File: src/rtl/code128_symbol_encoder_macros.svh
// Assertion macros used by the encoder back end (c128_back).
`ifndef CODE128_SYMBOL_ENCODER_MACROS_SVH
`define CODE128_SYMBOL_ENCODER_MACROS_SVH

// Condition must hold at every sampled edge out of reset.
`define C128_ASSERT_ALWAYS(lbl, clk, rstn, cond, msg) \
    lbl: assert property (@(posedge clk) disable iff (!(rstn)) (cond)) else $error(msg);

// Antecedent implies consequent in the same cycle.
`define C128_ASSERT_IMPLIES(lbl, clk, rstn, ante, cons, msg) \
    lbl: assert property (@(posedge clk) disable iff (!(rstn)) (ante) |-> (cons)) else $error(msg);

// Antecedent implies consequent in the next cycle.
`define C128_ASSERT_NEXT(lbl, clk, rstn, ante, cons, msg) \
    lbl: assert property (@(posedge clk) disable iff (!(rstn)) (ante) |=> (cons)) else $error(msg);

`endif

File: src/rtl/c128_pkg.sv
`timescale 1ns / 1ps
`default_nettype none

package c128_pkg;

    localparam int MAX_MESSAGE_CHARS = 80;
    localparam int CHAR_CNT_W        = 7;

    localparam int CHAR_W   = 8;
    localparam int DIGIT_W  = 4;
    localparam int SYM_W    = 7;
    localparam int BITS_W   = 13;
    localparam int MCNT_W   = 4;
    localparam int WEIGHT_W = 7;
    localparam int PROD_W   = SYM_W + WEIGHT_W;

    localparam logic [SYM_W-1:0] SYM_START_B = 7'd104;
    localparam logic [SYM_W-1:0] SYM_START_C = 7'd105;
    localparam logic [SYM_W-1:0] SYM_STOP    = 7'd106;
    localparam int               CHECK_MOD   = 103;
    localparam int               MOD_STEPS   = 7;
    localparam int               NUM_PATTERNS = 106;

    localparam logic [CHAR_W-1:0] CHAR_SPACE      = 8'd32;
    localparam logic [CHAR_W-1:0] CHAR_ZERO       = 8'd48;
    localparam logic [CHAR_W-1:0] CHAR_NINE       = 8'd57;
    localparam logic [CHAR_W-1:0] SET_C_MAX_CHAR  = 8'd102;
    localparam logic [CHAR_W-1:0] SET_B_MAX_CHAR  = 8'd134;

    localparam logic [MCNT_W-1:0] PATTERN_LEN = 4'd11;
    localparam logic [MCNT_W-1:0] STOP_LEN    = 4'd13;
    localparam logic [BITS_W-1:0] STOP_BITS   = 13'b1100011101011;

    localparam int QUEUE_DEPTH = 4;
    localparam int QPTR_W      = $clog2(QUEUE_DEPTH);
    localparam int QCNT_W      = $clog2(QUEUE_DEPTH + 1);

    // Result slots of one job, emitted lowest index first.
    localparam int NUM_SLOTS  = 6;
    localparam int SLOT_ERR   = 0;
    localparam int SLOT_START = 1;
    localparam int SLOT_FLUSH = 2;
    localparam int SLOT_DATA  = 3;
    localparam int SLOT_CHECK = 4;
    localparam int SLOT_STOP  = 5;

    typedef enum logic [1:0] {
        ERR_NONE     = 2'd0,
        ERR_OVERLONG = 2'd1,
        ERR_RANGE    = 2'd2
    } c128_err_t;

    typedef struct packed {
        logic [NUM_SLOTS-1:0] slots;
        logic                 set_c;
        logic [DIGIT_W-1:0]   flush_val;
        logic [SYM_W-1:0]     data_val;
        c128_err_t            err;
    } c128_job_t;

    localparam logic [10:0] PATTERN_TABLE [NUM_PATTERNS] = '{
        11'b11011001100, 11'b11001101100, 11'b11001100110, 11'b10010011000, 11'b10010001100,
        11'b10001001100, 11'b10011001000, 11'b10011000100, 11'b10001100100, 11'b11001001000,
        11'b11001000100, 11'b11000100100, 11'b10110011100, 11'b10011011100, 11'b10011001110,
        11'b10111001100, 11'b10011101100, 11'b10011100110, 11'b11001110010, 11'b11001011100,
        11'b11001001110, 11'b11011100100, 11'b11001110100, 11'b11101101110, 11'b11101001100,
        11'b11100101100, 11'b11100100110, 11'b11101100100, 11'b11100110100, 11'b11100110010,
        11'b11011011000, 11'b11011000110, 11'b11000110110, 11'b10100011000, 11'b10001011000,
        11'b10001000110, 11'b10110001000, 11'b10001101000, 11'b10001100010, 11'b11010001000,
        11'b11000101000, 11'b11000100010, 11'b10110111000, 11'b10110001110, 11'b10001101110,
        11'b10111011000, 11'b10111000110, 11'b10001110110, 11'b11101110110, 11'b11010001110,
        11'b11000101110, 11'b11011101000, 11'b11011100010, 11'b11011101110, 11'b11101011000,
        11'b11101000110, 11'b11100010110, 11'b11101101000, 11'b11101100010, 11'b11100011010,
        11'b11101111010, 11'b11001000010, 11'b11110001010, 11'b10100110000, 11'b10100001100,
        11'b10010110000, 11'b10010000110, 11'b10000101100, 11'b10000100110, 11'b10110010000,
        11'b10110000100, 11'b10011010000, 11'b10011000010, 11'b10000110100, 11'b10000110010,
        11'b11000010010, 11'b11001010000, 11'b11110111010, 11'b11000010100, 11'b10001111010,
        11'b10100111100, 11'b10010111100, 11'b10010011110, 11'b10111100100, 11'b10011110100,
        11'b10011110010, 11'b11110100100, 11'b11110010100, 11'b11110010010, 11'b11011011110,
        11'b11011110110, 11'b11110110110, 11'b10101111000, 11'b10100011110, 11'b10001011110,
        11'b10111101000, 11'b10111100010, 11'b11110101000, 11'b11110100010, 11'b10111011110,
        11'b10111101110, 11'b11101011110, 11'b11110101110, 11'b11010000100, 11'b11010010000,
        11'b11010011100
    };

    function automatic logic [BITS_W-1:0] c128_pattern(input logic [SYM_W-1:0] sym);
        logic [BITS_W-1:0] bits;
        bits = '0;
        if (sym == SYM_STOP) begin
            bits = STOP_BITS;
        end else if (int'(sym) < NUM_PATTERNS) begin
            bits = {2'b00, PATTERN_TABLE[sym]};
        end
        return bits;
    endfunction

    // Remainder by 103 through a fixed chain of compare and subtract steps.
    function automatic logic [SYM_W-1:0] c128_mod103(input logic [PROD_W-1:0] x);
        logic [PROD_W-1:0] r;
        r = x;
        for (int k = MOD_STEPS - 1; k >= 0; k--) begin
            if (r >= PROD_W'(CHECK_MOD << k)) begin
                r = r - PROD_W'(CHECK_MOD << k);
            end
        end
        return r[SYM_W-1:0];
    endfunction

endpackage

`default_nettype wire

File: src/rtl/c128_front.sv
`timescale 1ns / 1ps
`default_nettype none

module c128_front import c128_pkg::*; (
    input  logic               aclk,
    input  logic               aresetn,
    input  logic               cfg_wr_en,
    input  logic               cfg_wr_data,
    input  logic               s_valid,
    output logic               s_ready,
    input  logic [CHAR_W-1:0]  s_char_code,
    input  logic               s_end_of_message,
    input  logic               q_full,
    output logic               push,
    output c128_job_t          push_job
);

    logic                  code_set_reg;
    logic [CHAR_CNT_W-1:0] char_count_reg, char_count_next;
    logic [DIGIT_W-1:0]    held_digit_reg, held_digit_next;
    logic                  held_valid_reg, held_valid_next;
    logic                  started_reg, started_next;
    logic                  err_latched_reg, err_latched_next;

    logic                  accept;
    logic                  is_digit;
    logic                  range_bad;
    logic [DIGIT_W-1:0]    digit_val;
    c128_job_t             job;

    assign s_ready = !q_full;
    assign accept  = s_valid && s_ready;

    always_comb begin
        is_digit  = (s_char_code >= CHAR_ZERO) && (s_char_code <= CHAR_NINE);
        digit_val = DIGIT_W'(s_char_code - CHAR_ZERO);
        if (code_set_reg) begin
            range_bad = !is_digit && (s_char_code > SET_C_MAX_CHAR);
        end else begin
            range_bad = (s_char_code < CHAR_SPACE) || (s_char_code > SET_B_MAX_CHAR);
        end

        job              = '0;
        job.set_c        = code_set_reg;
        job.err          = ERR_NONE;
        char_count_next  = char_count_reg;
        held_digit_next  = held_digit_reg;
        held_valid_next  = held_valid_reg;
        started_next     = started_reg;
        err_latched_next = err_latched_reg;

        if (err_latched_reg) begin
            // swallow the rest of a failed message
            if (s_end_of_message) begin
                char_count_next  = '0;
                held_digit_next  = '0;
                held_valid_next  = 1'b0;
                started_next     = 1'b0;
                err_latched_next = 1'b0;
            end
        end else if ((int'(char_count_reg) >= MAX_MESSAGE_CHARS) || range_bad) begin
            job.slots[SLOT_ERR] = 1'b1;
            job.err = (int'(char_count_reg) >= MAX_MESSAGE_CHARS) ? ERR_OVERLONG : ERR_RANGE;
            if (s_end_of_message) begin
                char_count_next = '0;
                held_digit_next = '0;
                held_valid_next = 1'b0;
                started_next    = 1'b0;
            end else begin
                err_latched_next = 1'b1;
            end
        end else begin
            char_count_next = char_count_reg + 1'b1;
            job.slots[SLOT_START] = !started_reg;
            started_next = 1'b1;
            if (code_set_reg && is_digit) begin
                if (held_valid_reg) begin
                    job.slots[SLOT_DATA] = 1'b1;
                    job.data_val = SYM_W'({held_digit_reg, 3'b000})
                                 + SYM_W'({held_digit_reg, 1'b0})
                                 + SYM_W'(digit_val);
                    held_valid_next = 1'b0;
                    held_digit_next = '0;
                end else if (s_end_of_message) begin
                    job.slots[SLOT_DATA] = 1'b1;
                    job.data_val = SYM_W'(digit_val);
                end else begin
                    held_digit_next = digit_val;
                    held_valid_next = 1'b1;
                end
            end else begin
                if (held_valid_reg) begin
                    job.slots[SLOT_FLUSH] = 1'b1;
                    job.flush_val = held_digit_reg;
                    held_valid_next = 1'b0;
                    held_digit_next = '0;
                end
                job.slots[SLOT_DATA] = 1'b1;
                job.data_val = code_set_reg ? s_char_code[SYM_W-1:0]
                                            : SYM_W'(s_char_code - CHAR_SPACE);
            end
            if (s_end_of_message) begin
                job.slots[SLOT_CHECK] = 1'b1;
                job.slots[SLOT_STOP]  = 1'b1;
                char_count_next = '0;
                held_digit_next = '0;
                held_valid_next = 1'b0;
                started_next    = 1'b0;
            end
        end
    end

    assign push     = accept && (job.slots != '0);
    assign push_job = job;

    always_ff @(posedge aclk) begin
        if (!aresetn) begin
            code_set_reg    <= 1'b0;
            char_count_reg  <= '0;
            held_digit_reg  <= '0;
            held_valid_reg  <= 1'b0;
            started_reg     <= 1'b0;
            err_latched_reg <= 1'b0;
        end else begin
            if (cfg_wr_en) begin
                code_set_reg <= cfg_wr_data;
            end
            if (accept) begin
                char_count_reg  <= char_count_next;
                held_digit_reg  <= held_digit_next;
                held_valid_reg  <= held_valid_next;
                started_reg     <= started_next;
                err_latched_reg <= err_latched_next;
            end
        end
    end

endmodule

`default_nettype wire

File: src/rtl/c128_queue.sv
`timescale 1ns / 1ps
`default_nettype none

module c128_queue import c128_pkg::*; (
    input  logic      aclk,
    input  logic      aresetn,
    input  logic      push,
    input  c128_job_t push_job,
    output logic      full,
    input  logic      pop,
    output logic      valid,
    output c128_job_t pop_job
);

    c128_job_t         entry_reg [QUEUE_DEPTH];
    logic [QPTR_W-1:0] wr_ptr_reg;
    logic [QPTR_W-1:0] rd_ptr_reg;
    logic [QCNT_W-1:0] count_reg;
    logic              do_pop;

    assign full    = (int'(count_reg) == QUEUE_DEPTH);
    assign valid   = (count_reg != '0);
    assign pop_job = entry_reg[rd_ptr_reg];
    assign do_pop  = pop && valid;

    always_ff @(posedge aclk) begin
        if (push) begin
            entry_reg[wr_ptr_reg] <= push_job;
        end
    end

    always_ff @(posedge aclk) begin
        if (!aresetn) begin
            wr_ptr_reg <= '0;
            rd_ptr_reg <= '0;
            count_reg  <= '0;
        end else begin
            if (push) begin
                wr_ptr_reg <= (int'(wr_ptr_reg) == QUEUE_DEPTH - 1) ? '0 : wr_ptr_reg + 1'b1;
            end
            if (do_pop) begin
                rd_ptr_reg <= (int'(rd_ptr_reg) == QUEUE_DEPTH - 1) ? '0 : rd_ptr_reg + 1'b1;
            end
            if (push && !do_pop) begin
                count_reg <= count_reg + 1'b1;
            end else if (do_pop && !push) begin
                count_reg <= count_reg - 1'b1;
            end
        end
    end

endmodule

`default_nettype wire

File: src/rtl/c128_back.sv
`timescale 1ns / 1ps
`default_nettype none
`include "code128_symbol_encoder_macros.svh"

module c128_back import c128_pkg::*; (
    input  logic              aclk,
    input  logic              aresetn,
    input  logic              q_valid,
    input  c128_job_t         q_job,
    output logic              q_pop,
    output logic              m_valid,
    input  logic              m_ready,
    output logic [SYM_W-1:0]  m_symbol_value,
    output logic [BITS_W-1:0] m_module_bits,
    output logic [MCNT_W-1:0] m_module_count,
    output logic [1:0]        m_error_code,
    output logic              m_final_symbol
);

    c128_job_t            job_reg;
    logic [NUM_SLOTS-1:0] mask_reg;

    logic [SYM_W-1:0]     acc_reg, acc_next;
    logic [WEIGHT_W-1:0]  weight_reg, weight_next;
    logic [PROD_W-1:0]    prod_reg, prod_next;

    logic                 out_valid_reg;
    logic [SYM_W-1:0]     out_sym_reg;
    logic [BITS_W-1:0]    out_bits_reg;
    logic [MCNT_W-1:0]    out_count_reg;
    c128_err_t            out_err_reg;
    logic                 out_final_reg;

    logic                 out_free;
    logic                 emit;
    logic [NUM_SLOTS-1:0] cur_slot;
    logic [NUM_SLOTS-1:0] mask_rest;
    logic [SYM_W-1:0]     check_val;
    logic [SYM_W-1:0]     sym_sel;

    assign out_free  = !out_valid_reg || m_ready;
    assign emit      = out_free && (mask_reg != '0);
    assign cur_slot  = mask_reg & (~mask_reg + 1'b1);
    assign mask_rest = mask_reg & ~cur_slot;
    assign q_pop     = q_valid && ((mask_reg == '0) || (emit && (mask_rest == '0)));
    assign check_val = c128_mod103(prod_reg + PROD_W'(acc_reg));

    always_comb begin
        sym_sel = '0;
        if (cur_slot[SLOT_START]) begin
            sym_sel = job_reg.set_c ? SYM_START_C : SYM_START_B;
        end else if (cur_slot[SLOT_FLUSH]) begin
            sym_sel = SYM_W'(job_reg.flush_val);
        end else if (cur_slot[SLOT_DATA]) begin
            sym_sel = job_reg.data_val;
        end else if (cur_slot[SLOT_CHECK]) begin
            sym_sel = check_val;
        end else if (cur_slot[SLOT_STOP]) begin
            sym_sel = SYM_STOP;
        end
    end

    // Checksum: product registered on emission, folded into the sum in the next cycle; stop or error clears it.
    always_comb begin
        acc_next    = check_val;
        weight_next = weight_reg;
        prod_next   = '0;
        if (emit) begin
            if (cur_slot[SLOT_STOP] || cur_slot[SLOT_ERR]) begin
                acc_next    = '0;
                weight_next = WEIGHT_W'(1);
            end else if (cur_slot[SLOT_START]) begin
                prod_next = sym_sel * weight_reg;
            end else if (cur_slot[SLOT_FLUSH] || cur_slot[SLOT_DATA]) begin
                prod_next   = sym_sel * weight_reg;
                weight_next = weight_reg + 1'b1;
            end
        end
    end

    always_ff @(posedge aclk) begin
        if (q_pop) begin
            job_reg <= q_job;
        end
        if (emit) begin
            out_final_reg <= (mask_rest == '0);
            if (cur_slot[SLOT_ERR]) begin
                out_sym_reg   <= '0;
                out_bits_reg  <= '0;
                out_count_reg <= '0;
                out_err_reg   <= job_reg.err;
            end else begin
                out_sym_reg   <= sym_sel;
                out_bits_reg  <= c128_pattern(sym_sel);
                out_count_reg <= cur_slot[SLOT_STOP] ? STOP_LEN : PATTERN_LEN;
                out_err_reg   <= ERR_NONE;
            end
        end
    end

    always_ff @(posedge aclk) begin
        if (!aresetn) begin
            mask_reg      <= '0;
            out_valid_reg <= 1'b0;
            acc_reg       <= '0;
            weight_reg    <= WEIGHT_W'(1);
            prod_reg      <= '0;
        end else begin
            if (q_pop) begin
                mask_reg <= q_job.slots;
            end else if (emit) begin
                mask_reg <= mask_rest;
            end
            if (emit) begin
                out_valid_reg <= 1'b1;
            end else if (m_ready) begin
                out_valid_reg <= 1'b0;
            end
            acc_reg    <= acc_next;
            weight_reg <= weight_next;
            prod_reg   <= prod_next;
        end
    end

    assign m_valid        = out_valid_reg;
    assign m_symbol_value = out_sym_reg;
    assign m_module_bits  = out_bits_reg;
    assign m_module_count = out_count_reg;
    assign m_error_code   = out_err_reg;
    assign m_final_symbol = out_final_reg;

    `C128_ASSERT_IMPLIES(a_err_alone, aclk, aresetn, mask_reg[SLOT_ERR], mask_reg == NUM_SLOTS'(1 << SLOT_ERR), "error job carries other slots")
    `C128_ASSERT_ALWAYS(a_weight_nonzero, aclk, aresetn, weight_reg != '0, "check weight is zero")
    `C128_ASSERT_NEXT(a_stop_clears, aclk, aresetn, emit && cur_slot[SLOT_STOP], (acc_reg == '0) && (prod_reg == '0) && (weight_reg == WEIGHT_W'(1)), "checksum not cleared after stop")
    `C128_ASSERT_IMPLIES(a_pop_nonempty, aclk, aresetn, q_pop, q_job.slots != '0, "popped job has no results")

endmodule

`default_nettype wire

File: src/rtl/code128_symbol_encoder.sv
// Channel   | Ports                                        | Direction
// ----------+----------------------------------------------+----------
// config    | cfg_wr_en, cfg_wr_data                       | in
// character | s_valid, s_ready, s_char_code, s_end_of_message | in
// symbol    | m_valid, m_ready, m_symbol_value, m_module_bits,| out
//           | m_module_count, m_error_code, m_final_symbol |
//
// Characters are taken one a cycle while the 4-entry job queue has room.
// Each character yields 0 to 4 symbols; the back end sends one symbol a cycle
// from its output register while m_ready is high.
// First symbol of a character passes the job queue, the back end's job register and its output register.
// Reset is synchronous (aresetn low): clears message state, queue and output; code set is B.
// m_ready low holds the output beat; the queue then fills and s_ready drops.
`timescale 1ns / 1ps
`default_nettype none

module code128_symbol_encoder import c128_pkg::*; (
    input  logic              aclk,
    input  logic              aresetn,
    input  logic              cfg_wr_en,
    input  logic              cfg_wr_data,
    input  logic              s_valid,
    output logic              s_ready,
    input  logic [CHAR_W-1:0] s_char_code,
    input  logic              s_end_of_message,
    output logic              m_valid,
    input  logic              m_ready,
    output logic [SYM_W-1:0]  m_symbol_value,
    output logic [BITS_W-1:0] m_module_bits,
    output logic [MCNT_W-1:0] m_module_count,
    output logic [1:0]        m_error_code,
    output logic              m_final_symbol
);

    logic      push;
    c128_job_t push_job;
    logic      q_full;
    logic      q_pop;
    logic      q_valid;
    c128_job_t q_job;

    c128_front u_front (
        .aclk             (aclk),
        .aresetn          (aresetn),
        .cfg_wr_en        (cfg_wr_en),
        .cfg_wr_data      (cfg_wr_data),
        .s_valid          (s_valid),
        .s_ready          (s_ready),
        .s_char_code      (s_char_code),
        .s_end_of_message (s_end_of_message),
        .q_full           (q_full),
        .push             (push),
        .push_job         (push_job)
    );

    c128_queue u_queue (
        .aclk     (aclk),
        .aresetn  (aresetn),
        .push     (push),
        .push_job (push_job),
        .full     (q_full),
        .pop      (q_pop),
        .valid    (q_valid),
        .pop_job  (q_job)
    );

    c128_back u_back (
        .aclk           (aclk),
        .aresetn        (aresetn),
        .q_valid        (q_valid),
        .q_job          (q_job),
        .q_pop          (q_pop),
        .m_valid        (m_valid),
        .m_ready        (m_ready),
        .m_symbol_value (m_symbol_value),
        .m_module_bits  (m_module_bits),
        .m_module_count (m_module_count),
        .m_error_code   (m_error_code),
        .m_final_symbol (m_final_symbol)
    );

endmodule

`default_nettype wire
File: config.mk
export PLATFORM = sky130hd
export DESIGN_NAME = code128_symbol_encoder
export DESIGN_NICKNAME = d
export VERILOG_FILES = /design/src/rtl/c128_pkg.sv /design/src/rtl/c128_front.sv /design/src/rtl/c128_queue.sv /design/src/rtl/c128_back.sv /design/src/rtl/code128_symbol_encoder.sv
export VERILOG_INCLUDE_DIRS = /design/src /design/src/rtl
export SDC_FILE = /design/constraint.sdc
export NUM_CORES = 1
export LEC_CHECK = 0
export ABC_AREA = 0
export BUFFER_PORTS_ARGS = -buffer_cell sky130_fd_sc_hd__clkbuf_2
export CORE_AREA = 2 2 169 171
export CTS_BUF_LIST = sky130_fd_sc_hd__clkbuf_16
export DETAILED_ROUTE_END_ITERATION = 7
export DIE_AREA = 0 0 171 173
export GPL_TIMING_DRIVEN = 0
export PLACE_DENSITY_LB_ADDON = 0.15
export SYNTH_ARGS = -nofsm -noshare
export SYNTH_HDL_FRONTEND = slang
export SYNTH_SLANG_ARGS = --single-unit
File: constraint.sdc
create_clock -name aclk -period 24.2 [get_ports aclk]
set_input_delay 1.21 -clock aclk [delete_from_list [all_inputs] [get_ports aclk]]
set_output_delay 1.21 -clock aclk [all_outputs]
set_load 0.02 [all_outputs]
# Yosys cells after proc, flatten, opt, wreduce, memory -nomap -nowiden
# Memory sizes are Yosys's and may differ from the RTL's. A register that Yosys moved wholly into a read port is not among the register bits.
# Cells that the tools add are included.
# word_totals
n_memories	2
ff_bits	98
rom_bits	1408
elab_cells	191
ram_bits	80
# classes
n_lt_le_gt_ge	15
addsub	19
mux	80
bitwise_logic	8
eq_ne	5
n_mul	1
n_reduce_logical	37
# mem_list
name	depth	word_bits	read_ports	rd_ports_with_merged_regs	write_ports	line	rtl
(no name shown)	128	11	1	0	0	c128_pkg.sv:92	bits = {2'b00, PATTERN_TABLE[sym]};
u_queue.entry_reg	4	20	1	1	1	c128_queue.sv:15	c128_job_t entry_reg [QUEUE_DEPTH];
# ops
op	n
two-way mux 7 bit	18
two-way mux 14 bit	8
two-way mux 11 bit	4
two-way mux 4 bit	10
two-way mux 13 bit	2
two-way mux 1 bit	24
two-way mux 6 bit	3
adder 14 x 7 -> 14 bit	1
adder 7 x 1 -> 7 bit, second input constant	2
greater-or-equal comparator 14 x 10 -> 1 bit, second input constant	1
greater-or-equal comparator 14 x 11 -> 1 bit, second input constant	1
greater-or-equal comparator 14 x 12 -> 1 bit, second input constant	1
greater-or-equal comparator 14 x 13 -> 1 bit, second input constant	1
greater-or-equal comparator 14 x 7 -> 1 bit, second input constant	1
greater-or-equal comparator 14 x 8 -> 1 bit, second input constant	1
greater-or-equal comparator 14 x 9 -> 1 bit, second input constant	1
multiplier 7 x 7 -> 14 bit	1
two-way mux 2 bit	7
subtractor 14 x 10 -> 14 bit, second input constant	1
subtractor 14 x 11 -> 14 bit, second input constant	1
subtractor 14 x 12 -> 14 bit, second input constant	1
subtractor 14 x 13 -> 14 bit, second input constant	1
subtractor 14 x 8 -> 14 bit, second input constant	1
subtractor 14 x 9 -> 14 bit, second input constant	1
38 further kinds	72

# Depth between registers and ports, before layout
# Gate-level depths: netlist of the first run.
# logic_depth
word_depth	25
mapped_depth	77
depth_no_buf	71

# Hierarchy
# Synthesis of the first run repeated with hierarchy kept, for this count alone.
# hier_totals
cells_unflattened	1526
area_unflattened_um2	14365.0
# modules_own_cells
mod	area_each_um2	seq_area_each_um2	instances	cells_each
c128_back	9689.3	1841.8	1	1210
c128_queue	3358.2	2582.5	1	150
c128_front	1317.5	300.3	1	166

# Worst setup path after synthesis of the first run
# Ideal clock, no wire load.
# synth_timing
path_type	flip-flop to flip-flop
from	reg u_back.prod_reg[0]
to	reg u_back.prod_reg[13]
slack_ps	8249
n_path_buf	6
t_arrival_ps	15824
required_ps	24072
path_stages_with_launch	77
cell_sequence	dfxtp_1 > ha_1 > inv_1 > fa_1 > nand2b_1 > a21oi_1 > or3_1 > nand2_1 > inv_1 > ha_1 > inv_1 > a311oi_1 > a21oi_1 > a211oi_2 > nor2_1 > xnor2_1 > ha_1 > nand2_1 > [... 41 more ...] > nand2_1 > fa_1 > fa_1 > inv_1 > fa_1 > inv_1 > fa_1 > inv_1 > ha_1 > a21oi_1 > o21bai_1 > a21oi_1 > o21bai_1 > a21oi_1 > o21bai_1 > a21oi_1 > xnor2_1 > nor2_1
# synth_between
elab_chain_cells	22
# synth_rtl
element	line	rtl
start, declared	c128_back.sv:25	logic [PROD_W-1:0] prod_reg, prod_next;
start signal, assigned	c128_back.sv:121	prod_reg <= prod_next;
adder 14 x 7 -> 14 bit (*)	c128_back.sv:46	assign check_val = c128_mod103(prod_reg + PROD_W'(acc_reg));
subtractor 14 x 13 -> 14 bit / greater-or-equal comparator 14 x 13 -> 1 bit (equally long branches)	c128_pkg.sv:103, c128_pkg.sv:102	
two-way mux 14 bit (*)	c128_pkg.sv:102	if (r >= PROD_W'(CHECK_MOD << k)) begin
subtractor 14 x 12 -> 14 bit / greater-or-equal comparator 14 x 12 -> 1 bit (equally long branches)	c128_pkg.sv:103, c128_pkg.sv:102	
two-way mux 14 bit (*)	c128_pkg.sv:102	
subtractor 14 x 11 -> 14 bit / greater-or-equal comparator 14 x 11 -> 1 bit (equally long branches)	c128_pkg.sv:103, c128_pkg.sv:102	
two-way mux 14 bit (*)	c128_pkg.sv:102	
subtractor 14 x 10 -> 14 bit / greater-or-equal comparator 14 x 10 -> 1 bit (equally long branches)	c128_pkg.sv:103, c128_pkg.sv:102	
[... 6 more ...]	--	
two-way mux 7 bit (*)	c128_pkg.sv:102	
two-way mux 7 bit (*)	c128_back.sv:56	end else if (cur_slot[SLOT_CHECK]) begin
two-way mux 7 bit (*)	c128_back.sv:54	end else if (cur_slot[SLOT_DATA]) begin
two-way mux 7 bit (*)	c128_back.sv:52	end else if (cur_slot[SLOT_FLUSH]) begin
two-way mux 7 bit (*)	c128_back.sv:50	if (cur_slot[SLOT_START]) begin
multiplier 7 x 7 -> 14 bit (*)	c128_back.sv:73, c128_back.sv:75	
two-way mux 14 bit	c128_back.sv:74	end else if (cur_slot[SLOT_FLUSH] || cur_slot[SLOT_DATA]) begin
two-way mux 14 bit (*)	c128_back.sv:72	end else if (cur_slot[SLOT_START]) begin
# Every way passes the cells marked *; elsewhere a longest branch is shown, timed or not.
# A chain may end at the register's enable or synchronous reset.

# Final worst setup path of the first run
# Same ends and word-level chain as after synthesis.

==> results of run 1 <==
-- placed cells by master, fill, tap and decap left out, types with 19 or more instances in the layout --
| cell type | n |
|---|---|
| edfxtp_1 | 114 |
| clkbuf_1 | 36 |
| nor2_1 | 133 |
| nand2_1 | 117 |
| and2_1 | 53 |
| a21o_1 | 19 |
| xor2_1 | 22 |
| nor2b_1 | 20 |
| nand3_1 | 32 |
| o21ai_0 | 58 |
| nor3_1 | 33 |
| clkbuf_2 | 44 |
| o211ai_1 | 21 |
| dfxtp_1 | 59 |
| o21ai_1 | 28 |
| a21oi_1 | 81 |
| fa_1 | 28 |
| inv_1 | 74 |
| mux4_2 | 19 |
| xnor2_1 | 45 |
| ha_1 | 68 |
| mux2i_1 | 28 |
-- worst min-delay path: stages, from the launching register on --
cell and delay, ns:
dfxtp_1 0.33, a31oi_1 0.04, nor2_1 0.08
-- through the flow --
stage | power, µW | cells | worst slack [ns]
floorplan | 1050 | 1478 | 8.249
global placement | 1341 | 1899 | 5.396
detailed placement | 1325 | 1899 | 5.345
CTS | 1607 | 1931 | 5.187
global route | 1715 | 1931 | 3.518
finish | 1619 | 1931 | 5.175
-- layout make-up --
| type | count | area (µm²) | share of cell area, % |
|---|---|---|---|
| inverter | 81 | 304.0 | 2.020 |
| clock buffer | 18 | 450.4 | 2.993 |
| timing repair buffer | 43 | 215.2 | 1.430 |
| sequential | 173 | 4604 | 30.59 |
| multi-input combinational | 1153 | 8521 | 56.61 |
| clock inverter | 14 | 148.9 | 0.9892 |
| tap | 378 | 473.0 | 3.142 |
| buffer | 71 | 335.3 | 2.228 |
-- path summary, 6_finish.rpt --
| path | start | endpoint | slack, ns | cells after the start |
|---|---|---|---|---|
| max | u_back.prod_reg[0] | u_back.prod_reg[13] | 5.18 | 74 |
| min | u_front.char_count_reg[6] | u_front.char_count_reg[6] | 0.48 | 2 |
| max reg2reg | u_back.prod_reg[0] | u_back.prod_reg[13] | 5.18 | 74 |
| min reg2reg | u_front.char_count_reg[6] | u_front.char_count_reg[6] | 0.48 | 2 |
-- kinds of logic after synthesis --
kind of cell             share of synthesized area [%]
AO/OA/AOI/OAI                                    23.30
XOR/XNOR                                         4.263
adder cells (fa/ha/maj)                          10.25
buffers and inverters                            4.645
flip-flops                                       33.45
multiplexers                                     5.854
AND/OR/NAND/NOR                                  18.23
-- metal layers --
layer  vias up  share of wire (%)  track usage, %
met2       418                 46           38.98
met1      5580                 45           34.85
met5         -                  0               0
met4         0                2.6           7.451
met3        84                6.1           4.257
li1       5640                  -               -
-- power breakdown --
part / total, µW / switching [µW] / internal, µW
logic: 902 / 617 / 285
clock network: 278 / 134 / 144
registers: 440 / 27.7 / 412
==> results by group, run 1 <==
CTS
  • Clk_lat worst skew: 0.44 ns
  • Max clock buf depth: 2
  • H-tree depth: 4
  • TritonCTS buffer count: 17
  • Setup bufs post-CTS: 0
  • Post-cts resize count: 0
  • Clock transition at the registers of the reported paths: 0.08 ns
  • Cts hold-fix bufs: 0
  • CTS sink count: 173
  • CTS tree: yes
  • Root buffer cell: clkbuf_16

Run status
  • Status: finished, final reports clean

Placement
  • Final GP Congestion: 0.9282
  • Post-DP Area: 14,450 µm²
  • HPWL Detailed: 27.45 mm
  • Port bufs: 43

Min path
  • Worst Hold Class: reg2reg

Worst setup path
  • Kind of end point of the critical path: register
  • CP startpoint kind: register
  • Crit path required time: 24.50 ns
  • Setup Crit Path Kind: reg2reg
  • WP buf/inv: 12
  • Crit path max fanout: 10
  • Critical Path Slowest Stage Cell: a221oi_1
  • Most used cell, CP: ha_1
  • CP peak stage delay: 0.65 ns
  • Delay-heaviest family, CP: compound AO/OA/AOI/OAI gates
  • CP Data Arrival Time: 19.32 ns

Final layout
  • Fin util: 54.48%
  • Nets: 1,651
  • Flip-flop count of the largest register after layout: 76
  • Area grow syn2layout: 9.353%
  • Antenna Cells: 0
  • Layout cells sized above 1: 11.91%
  • Design Area, Final: 15,050 µm²
  • Fillers: 2,580

STA
  • Final Setup Violations: 0
  • Fmax: 52.56 MHz
  • Clock skew: 0.02215 ns
  • Worst-Margin Slew: 1.193 ns
  • Setup_tns: 0 ns
  • Final worst path period share: 78.61%
  • Final min period: 19.02 ns
  • RSZ-0062 raised after global routing: false
  • Hold Worst Slack: 0.4845 ns
  • Slew HR: 20.38%
  • Final Hold Violating Endpoints: 0
  • Count of final max-slew check failures: 0

GRT
  • Global-route wire length before repair: 58.75 mm
  • Vias in the first global route: 11,134
  • GRT overflow: 0
  • Antenna violations before repair: 0
  • GRT Total Usage: 24.75%
  • Largest net degree at the start of global routing: 26

Synth
  • Syn. warnings: 0
  • Cells after Synth: 1,478
  • Yosys reg bits: 173
  • Area leader, netlist: edfxtp_1
  • Top FF cell, synth: edfxtp_1
  • Post-synth EDFFs: 114
  • Seq/Total Area, Yosys: 33.45%
  • Count leader, synth: nor2_1
  • Syn_nets: 1,589
  • Most frequent cells after synthesis: nor2_1, nand2_1, edfxtp_1, a21oi_1, inv_1
  • Post-synth top area share: 24.87%
  • Avg Inst Size Synth: 9.313 µm²
  • Yosys cell types: 116
  • Async SR Flop Fraction: 0%
  • Post-synthesis cell area: 13,760 µm²
  • Area contributors post-synth: edfxtp_1, dfxtp_1, ha_1

Routing
  • DR DRC count: 0
  • Starting DRT DRC Count: 1,013
  • Via count: 11,722
  • DRT Pass-1 Iters: 8
  • DR vias/cell: 6.070
  • Wire per inst: 19.04 µm
  • Drt total wl: 36.77 mm
  • DRT antenna net count: 0

Pwr
  • Pleak: 0.005862 µW
  • PD cells: 107.6 nW/µm²
  • VDD IR max: 71.64 µV

Floorplan
  • Core area: 27,630 µm²
  • Die ar.: 29,580 µm²
  • Io pins: 44
  • Die width: 171 µm
  • Rows: 61
  • Initial core utilization: 49.82%
  • Die Ht: 173 µm

Job
  • # Max-Cap Violations: 0
(Power assumes the default switching activity.)
==> inputs of run 2 (changes only) <==
==> constraint.sdc (replaced) <==
create_clock -name aclk -period 16.9 [get_ports aclk]
set_input_delay 0.845 -clock aclk [delete_from_list [all_inputs] [get_ports aclk]]
set_output_delay 0.845 -clock aclk [all_outputs]
set_load 0.02 [all_outputs]
==> run 2 against run 1 <==
The flow now finishes with violations (design-rule violations). Combinational power grew 47%. Design area rose by 2.4%. Maximum frequency up 19%. Highest routed layer unchanged. Critical endpoint unchanged. Sequential share of layout area decreased by 0.71 points. Worst hold slack hardly changed. First-iteration DRC count shrank 9.9%. Non-clock buffer count grew 16. Sequential power is 43% higher. Cell count increased by 0.83%. Global-route usage increased by 0.11 points. Utilization increased by 1.3 points. Power increased by 45%.
==> results by group, run 2 (same netlist as run 1, synthesis figures left out) <==
Routing
  • DRT Pass-1 Iters: 8
  • DRT antenna net count: 0
  • DR DRC count: 1
  • DR vias/cell: 6.065
  • Starting DRT DRC Count: 913
  • Drt total wl: 37.16 mm
  • Via count: 11,808
  • Wire per inst: 19.09 µm

Worst setup path
  • CP startpoint kind: register
  • Setup Crit Path Kind: reg2reg
  • Crit path max fanout: 15
  • CP Data Arrival Time: 16.28 ns
  • Kind of end point of the critical path: register
  • CP peak stage delay: 0.53 ns
  • Worst reg2reg path depth: 72
  • Crit path required time: 17.19 ns
  • Critical Path Slowest Stage Cell: or4_4

Floorplan
  • Core area: 27,630 µm²
  • Rows: 61
  • Io pins: 44
  • Die ar.: 29,580 µm²
  • Die Ht: 173 µm
  • Initial core utilization: 49.82%
  • Die width: 171 µm

STA
  • Slew HR: 21.84%
  • Final min period: 15.99 ns
  • Setup_tns: 0 ns
  • Worst-Margin Slew: 1.171 ns
  • Clock skew: 0.02137 ns
  • Final Hold Violating Endpoints: 0
  • Final worst path period share: 94.62%
  • Final Setup Violations: 0
  • Hold Worst Slack: 0.4845 ns
  • Count of final max-slew check failures: 0
  • Fmax: 62.54 MHz

CTS
  • CTS sink count: 173
  • TritonCTS buffer count: 17
  • Root buffer cell: clkbuf_16
  • Clock transition at the registers of the reported paths: 0.08 ns
  • CTS tree: yes
  • H-tree depth: 4
  • Max clock buf depth: 2
  • Clk_lat worst skew: 0.43 ns

Final layout
  • Antenna Cells: 0
  • Nets: 1,667
  • Flip-flop count of the largest register after layout: 76
  • Final non-filler cell total: 1,947
  • Area grow syn2layout: 11.96%
  • Commonest cells after routing, fill and taps aside: nor2_1, nand2_1, edfxtp_1, a21oi_1, inv_1
  • Most common cell after layout, fill and taps aside: nor2_1
  • Layout cells sized above 1: 14.79%

Pwr
  • Pleak: 0.006005 µW
  • PD cells: 152.8 nW/µm²
  • VDD IR max: 99.96 µV

Run status
  • Failing checks: design-rule violations
  • Status: complete, but fails checks

Min path
  • Hold Path Depth: 2
  • Worst Hold Class: reg2reg

Placement
  • Port bufs: 43
  • Post-Place Cells: 1,899
  • HPWL Detailed: 27.45 mm
  • Final GP Congestion: 0.9282

GRT
  • GRT Total Usage: 24.86%
  • Antenna violations before repair: 0
  • Global-route wire length before repair: 58.97 mm
  • Largest net degree at the start of global routing: 26
  • Vias in the first global route: 11,180
  • GRT overflow: 0

Job
  • # Max-Cap Violations: 0
-- run 2: path summary, 6_finish.rpt --
path | from | end | slack (ns)
setup reg to reg | u_back.prod_reg[0] | u_back.prod_reg[13] | 0.91
hold / removal | u_front.char_count_reg[6] | u_front.char_count_reg[6] | 0.48
setup / recovery | u_back.prod_reg[0] | u_back.prod_reg[13] | 0.91
hold reg to reg | u_front.char_count_reg[6] | u_front.char_count_reg[6] | 0.48
-- run 2: timing repair --
action	in CTS	in global routing
cloned	0	0
buffers inserted	4	18
pin swaps	4	9
endpoints found under the setup margin	10	8
gates resized for setup	25	21
hold buffers	0	0
-- run 2: per-layer routing --
| layer | up-vias | routed length, µm | GRT usage, % | part of all wire (%) |
|---|---|---|---|---|
| li1 | 5664 | - | - | - |
| met1 | 5633 | 16840 | 34.80 | 45 |
| met2 | 431 | 17200 | 39.20 | 46 |
| met3 | 80 | 2205 | 4.417 | 5.9 |
| met4 | 0 | 916 | 7.662 | 2.5 |
| met5 | - | 0 | 0 | 0 |
-- run 2: area by class of cell --
type / count / area [µm²]
plain buffers: 65 / 325.3
clock buffers: 18 / 450.4
clock inverters: 14 / 148.9
fillers: 2549 / 12220
inverters: 81 / 306.5
multi-input cells: 1153 / 8722
flip-flops and latches: 173 / 4604
well taps: 378 / 473.0
repair buffers: 65 / 380.4
-- run 2: power breakdown --
group          internal [µW]  switching [µW]
Combinational            434             892
Sequential               590            40.0
Clock                    206             192
Total                   1230            1120
-- run 2: critical path: cells and delay by family, from the launching register on --
kind            cells  cell delay, ns
compound gates     22            4.42
xor+xnor            6            1.14
fa+ha+maj          13            4.63
buf+inv            11            1.51
flops               1            0.32
mux                 4            1.25
simple gates       16            2.52
-- run 2: stage by stage --
stage	instance area, µm²	total power (µW)	util, %	setup WS [ns]
CTS	15200	2313	55.02	0.05032
detailed placement	14450	1898	52.31	-1.955
global route	15410	2493	55.78	-0.04946
finish	15410	2354	55.78	0.9100
floorplan	13760	1504	-	0.9487
global placement	14450	1921	52.31	-1.904
